[config.mk]
export PLATFORM = sky130hd
export DESIGN_NAME = kps_cell
export DESIGN_NICKNAME = d
export VERILOG_FILES = /design/src/rtl/kps_pkg.sv /design/src/rtl/kps_cell.sv
export SDC_FILE = /design/constraint.sdc
export NUM_CORES = 1
export LEC_CHECK = 0
export BUFFER_PORTS_ARGS = -buffer_cell sky130_fd_sc_hd__buf_4
export CORE_AREA = 3 3 133 135
export DETAILED_ROUTE_END_ITERATION = 10
export DIE_AREA = 0 0 136 138
export SLEW_MARGIN = 20
export SYNTH_ARGS = -nofsm -noshare
export SYNTH_HDL_FRONTEND = slang
export SYNTH_SLANG_ARGS = --single-unit
[constraint.sdc]
create_clock -name clock -period 12.3 [get_ports clock]
set_input_delay 2.46 -clock clock [delete_from_list [all_inputs] [get_ports clock]]
set_output_delay 2.46 -clock clock [all_outputs]
set_load 0.01 [all_outputs]
[src/rtl/kps_pkg.sv]
// kps_pkg: shared types and constants of the k-nearest point select unit
// no dependencies
package kps_pkg;

   localparam int MAX_POINTS = 64;
   localparam int MAX_PICK   = 16;

   localparam int PTR_W  = $clog2(MAX_POINTS);
   localparam int SCAN_W = $clog2(MAX_POINTS + 4);
   localparam int PICK_W = $clog2(MAX_PICK + 1);

   localparam logic [1:0] CMD_LOAD = 2'd0;
   localparam logic [1:0] CMD_KNN  = 2'd1;
   localparam logic [1:0] CMD_NN   = 2'd2;

   localparam logic REG_POINT_COUNT = 1'b0;

   // one table entry as held by a cell
   typedef struct packed {
      logic signed [31:0] x;
      logic signed [31:0] y;
      logic signed [31:0] z;
      logic [15:0]        tag;
      logic               chosen;
   } entry_type;

   // query centre
   typedef struct packed {
      logic signed [31:0] x;
      logic signed [31:0] y;
      logic signed [31:0] z;
   } centre_type;

   // cell controls from the sequencer
   typedef struct packed {
      logic shift;
      logic clear_chosen;
   } cell_ctl_type;

   // scored candidate leaving the distance pipe
   typedef struct packed {
      logic             valid;
      logic [PTR_W-1:0] idx;
      logic [15:0]      tag;
      logic [65:0]      score;
   } cand_type;

endpackage

[src/rtl/kps_cell.sv]
// kps_cell: one table slot of the rotating entry ring
// depends on kps_pkg
module kps_cell
   import kps_pkg::*;
(
   input  logic         clock,
   input  logic         reset,
   input  cell_ctl_type ctl,
   input  logic         load_en,
   input  entry_type    load_data,
   input  logic         set_chosen,
   input  entry_type    from_next,
   output entry_type    entry
);

   entry_type data_ff;
   logic      chosen_ff;
   logic      chosen_in;

   assign entry = '{x: data_ff.x, y: data_ff.y, z: data_ff.z, tag: data_ff.tag,
                    chosen: chosen_ff};

   // chosen bit follows the entry around the ring
   always_comb begin
      chosen_in = chosen_ff;
      priority if (ctl.shift) begin
         chosen_in = from_next.chosen;
      end else if (ctl.clear_chosen) begin
         chosen_in = 1'b0;
      end else if (set_chosen) begin
         chosen_in = 1'b1;
      end
   end

   always_ff @(posedge clock) begin
      if (reset) begin
         chosen_ff <= 1'b0;
      end else begin
         chosen_ff <= chosen_in;
      end
   end

   // payload: shift from neighbor or load
   always_ff @(posedge clock) begin
      if (ctl.shift) begin
         data_ff <= from_next;
      end else if (load_en) begin
         data_ff <= load_data;
      end
   end

endmodule

==> results of run 1 <==
-- flip-flops by register name (all words and copies together) (netlist names) --
name,cells
entry,112
chosen_ff,1
-- power groups by stage --
stage / Clock [W] / Combinational (W) / Sequential [W]
5_1_grt: 0.000508 / 0.000217 / 0.000489
3_3_place_gp: 0 / 0.000204 / 0.000492
2_1_floorplan: 0 / 0.0000527 / 0.000517
6_report: 0.000481 / 0.000202 / 0.000485
3_5_place_dp: 0 / 0.000206 / 0.000493
4_1_cts: 0.000492 / 0.000207 / 0.000486
-- routing by layer --
| layer | global-route usage, % | vias to the layer above |
|---|---|---|
| li1 | - | 1662 |
| met3 | 6.43 | 24 |
| met5 | 0 | - |
| met1 | 14.0 | 1591 |
| met4 | 7.00 | 0 |
| met2 | 26.8 | 225 |
-- area by class of cell --
type                            count  area, um2
Clock buffer                       20        437
Clock inverter                     12        141
Fill cell                        1461       8290
Multi-Input combinational cell    117       1470
Sequential cell                   113       3380
Tap cell                          220        275
Timing Repair Buffer              345       2590
-- Yosys cell counts --
cell | n | area [um2]
buf_6 | 7 | 78.8
edfxtp_1 | 112 | 3360
mux2_2 | 65 | 732
buf_2 | 6 | 30.0
dfxtp_1 | 1 | 20.0
nand2_1 | 1 | 3.75
nor2_1 | 1 | 3.75
o21ai_1 | 1 | 5.00
mux2_4 | 47 | 706
a21oi_2 | 1 | 8.76
or2_1 | 1 | 6.26
buf_4 | 1 | 7.51
-- cells by family after synthesis --
kind of cell	count (synthesis)
and+or+nand+nor	3
AOI/OAI and AO/OA	2
buffers and inverters	14
DFF	113
muxes	112
-- worst register-to-register path: stages (launching register included) --
cell,delay (ns)
dfxtp_1,0.31
o21ai_1,0.15
a21oi_2,0.07
-- worst paths after layout --
check                          from                endpoint  cells after the start  slack [ns]
max                          ctl[1]    entry[108]$_DFFE_PP_                      3        7.88
min          chosen_ff$_SDFFE_PP0P_  chosen_ff$_SDFFE_PP0P_                      2        0.57
min reg2reg  chosen_ff$_SDFFE_PP0P_  chosen_ff$_SDFFE_PP0P_                      2        0.57
max reg2reg  chosen_ff$_SDFFE_PP0P_  chosen_ff$_SDFFE_PP0P_                      2       11.66
-- stage by stage --
step                      instance area (um2)  worst slack (ns)
final                                    8300              7.88
after global routing                     8300              7.69
after CTS                                8300              7.87
after detailed placement                 7720              7.43
after global placement                   7720              7.51
after floorplan                          4960              6.50
==> impl_results.md, run 1 <==
- Crit-path cells: buf_6, or2_4, buf_4
- Final Critical Period: 4.42 ns
- Final Max Slew Viols: 0
- Worst-skew pair later-pin latency: 0.40 ns
- Synth Area in Compound Gates: 0.277%
- Ant. Diodes: 0
- Post-cts sizing count: 0
- Initial drt markers: 124
- Commonest non-fill, non-tap cell in the layout: buf_4
- Register area share after synthesis: 68.1%
- Tcrit/Tclk final: 36.0%
- Initial antenna violation count: 0
- Simple-gate portion of the synthesized area: 0.277%
- Pwr/cell area: 141 mW/mm2
- Setup CP Type: input pin to flop
- Setup TNS: 0 ns
- Int Power: 0.000916 W
- Layout area overhead: 67.1%
- Syn_nets: 476
- DRC: 0
- Cells after DPL: 795
- CP Max Fanout: 67
- WL/cell: 17.5 um
- CORE AREA: 0.0166 mm2
- Hold Fails Final Rpt: 0
- Antenna viol nets, final: 0
- Hold buffers post-CTS: 0
- Share of cells above drive strength 1: 80.2%
- Worst Setup Start Kind: input pin
- GPL Wtd Cong: 0.732
- I/O Buffers: 343
- Die Span Y: 138 um
- Inserted Clock Buffers: 17
- Buf/Inv on CP: 2
- Clock Path Buffers: 2
- Via count: 3502
- Commonest non-fill, non-tap cells in the layout: buf_4 (344), edfxtp_1 (112), mux2_2 (65)
- Die area: 0.0188 mm2
- Synth Area in Adders: 0%
- Yosys cell types: 12
- Hold Crit Class: flop to flop
- Synth warnings: 0
- Rel. slew slack: 37.0%
- Outcome: finished clean
- First-pass GRT wire length: 20.5 mm
- Met3 WL: 1.78 mm
- Total Power: 0.00117 W
- # Post-CTS Setup Buffers: 0
- Mapped Area: 0.00496 mm2
- Fmax achieved: 226 MHz
- Drt total wl: 14.5 mm
- Req. time, crit path: 12.32 ns
- DRT met1 WL: 4.68 mm
- RSZ-0062 raised after global routing: no
- Mux share of post-synthesis cell area: 29.0%
- Mapped Cells: 244
- GRT Util Overall: 14.7%
- Leak: 3.74 nW
- Yosys reg bits: 113
- Final nets: 826
- IO Pins: 345
- Die X: 136 um
- Finished Core Util: 50.0%
- Fin cells: 827
- Largest family of logic cells by synthesized area: multiplexers
- Sw frac: 21.6%
- GRT Residual Overflow: 0
- P_sw: 0.000253 W
- Clk network pwr share: 41.2%
- Gate power share: 17.3%
- Wire length on met2: 7.65 mm
- Reg clk slew, reported paths: 0.05 ns
- Vias in the first global route: 3695
- Reg power frac: 41.5%
- CTS Root Cell: clkbuf_16
- CP arrival: 4.45 ns
- Largest net degree at the start of global routing: 68
- Syn_area_per_cell: 20.3 um2
- CP max stage delay: 0.77 ns
- Final Skew: 0 ns
- CTS tree: yes
- Setup violations, final: 0
- MaxCap Viol Count: 0
- Setup crit end kind: flop
- Least-Margin Pin Slew: 0.945 ns
- Routed vias/inst: 4.23
- Maximum VDD drop: 0.0000795 V
- Initial core utilization: 29.9%
- Clk sink count: 113
- # H-tree levels: 4
- Crit-path slowest cell: buf_4
- Max layer used: met4
- Initial DRT Pass Iterations: 4
- Top Family by Delay on Critical Path: buffers and inverters
- Hold slack: 0.566 ns
- Post-synthesis xor/xnor area fraction: 0%
- Cell Rows: 47
No activity file was read; power rests on OpenSTA's default activity.
==> inputs of run 2 (changes only) <==
- clock period: 12.3 -> 3.9 ns (I/O delays scaled with it)
==> impl_results.md, run 2 (synthesis results as in run 1) <==
- Outcome: finished clean
- Clk sink count: 113
- Pre-CTS setup slack: 1.56 ns
- GR Util met2: 25.3%
- Top Family by Delay on Critical Path: buffers and inverters
- I/O Buffers: 343
- Req. time, crit path: 4.04 ns
- WL/cell: 16.9 um
- IO Pins: 345
- # Post-CTS Setup Buffers: 0
- Hold path depth: 2
- Initial drt markers: 101
- Hold_sp: reset
- CORE AREA: 0.0166 mm2
- Hold Fails Final Rpt: 0
- Setup CP Type: input pin to flop
- GRT Residual Overflow: 0
- Least-Margin Pin Slew: 0.796 ns
- Clock Path Buffers: 2
- Hold Crit Class: input pin to flop
- Commonest non-fill, non-tap cell in the layout: buf_4
- Rel. slew slack: 47.0%
- GPL Wtd Cong: 0.690
- Final Max Slew Viols: 0
- R2R Setup Slk: 3.27 ns
- CTS Root Cell: clkbuf_16
- Buf/Inv on CP: 2
- Final worst slack: 1.98 ns
- Worst Hold End: chosen_ff$_SDFFE_PP0P_
- Met1 Usage GRT: 13.8%
- R2r endpoint: chosen_ff$_SDFFE_PP0P_
- Initial antenna violation count: 0
- DRC: 0
- First-pass GRT wire length: 19.9 mm
- Via count: 3519
- Reg clk slew, reported paths: 0.05 ns
- Area of the multi-input gates: 0.00147 mm2
- Setup TNS: 0 ns
- Worst Reg-to-Reg Cells: 2
- Fmax achieved: 520 MHz
- RSZ-0062 raised after global routing: no
- Hold slack: 0.535 ns
- Fill count: 1462
- Antenna viol nets, final: 0
- Maximum VDD drop: 0.000273 V
- Cells after DPL: 797
- Initial DRT Pass Iterations: 4
- Ant. Diodes: 0
- Total Power: 0.00355 W
- Worst Setup Start Kind: input pin
- Die Span Y: 138 um
- Commonest non-fill, non-tap cells in the layout: buf_4 (345), edfxtp_1 (112), mux2_2 (65)
- GRT Util Overall: 14.1%
- Flip-flop and latch area: 0.00338 mm2
- Crit-path slowest cell: buf_4
- Share of cells above drive strength 1: 80.5%
- Cell Rows: 47
- Fin cells: 829
- CTS tree: yes
- Leak: 3.74 nW
- Final Critical Period: 1.92 ns
- Tcrit/Tclk final: 49.3%
- Post-cts sizing count: 0
- Pwr/cell area: 429 mW/mm2
- Setup crit end kind: flop
- Die X: 136 um
- Die area: 0.0188 mm2
- Gr busiest metal: met2
- Vias in the first global route: 3739
- Drt total wl: 14.0 mm
- Crit-path cells: buf_6, buf_4, mux2_2
- Inserted Clock Buffers: 17
- Layout area overhead: 66.7%
- CP max stage delay: 0.61 ns
- Final Skew: 0 ns
- Worst-skew pair later-pin latency: 0.39 ns
- CP Max Fanout: 60
- Largest net degree at the start of global routing: 61
- Hold buffers post-CTS: 0
- Max FFs per register: 112
- Routed vias/inst: 4.24
- CP arrival: 2.06 ns
- Worst r2r src: chosen_ff$_SDFFE_PP0P_
- Met3 usage: 6.43%
- # H-tree levels: 4
- Final nets: 828
- Setup violations, final: 0
- MaxCap Viol Count: 0
- Initial core utilization: 29.9%
==> run 2: layout make-up <==
| type | count | share of cell area (%) |
|---|---|---|
| clock buffers | 20 | 5.28 |
| clock inverters | 12 | 1.13 |
| multi-input cells | 117 | 17.7 |
| flip-flops and latches | 113 | 40.9 |
| well taps | 220 | 3.33 |
| repair buffers | 347 | 31.7 |
==> run 2: worst max-delay path by stage <==
stage | startpoint | to | slack, ns | cells past startpoint
after floorplan | ctl[1] | entry[100]$_DFFE_PP_ | 0.90 | 4
after global placement | ctl[1] | entry[3]$_DFFE_PP_ | 1.61 | 3
after detailed placement | ctl[1] | entry[5]$_DFFE_PP_ | 1.56 | 3
after CTS | ctl[1] | entry[5]$_DFFE_PP_ | 1.99 | 3
after global routing | ctl[1] | entry[5]$_DFFE_PP_ | 1.93 | 3
final | ctl[1] | entry[5]$_DFFE_PP_ | 1.98 | 3
==> run 2: routing by layer <==
| metal | routed length, um | part of all wire, % |
|---|---|---|
| met2 | 7220 | 51 |
| met4 | 365 | 2.6 |
| met1 | 4700 | 33 |
| met5 | 0 | 0 |
| met3 | 1750 | 12 |
==> run 2: report_power, final <==
part	switching [W]	internal, W	total, W
sequential	0.0000380	0.00149	0.00153
clock	0.000517	0.000864	0.00138
combinational	0.000235	0.000405	0.000640
total	0.000790	0.00276	0.00355
==> run 2: metrics by stage <==
stage | utilization, % | instance area [um2]
floorplan | - | 4960
global placement | 46.7 | 7750
detailed placement | 46.7 | 7750
CTS | 49.9 | 8280
global route | 49.9 | 8280
finish | 49.9 | 8280
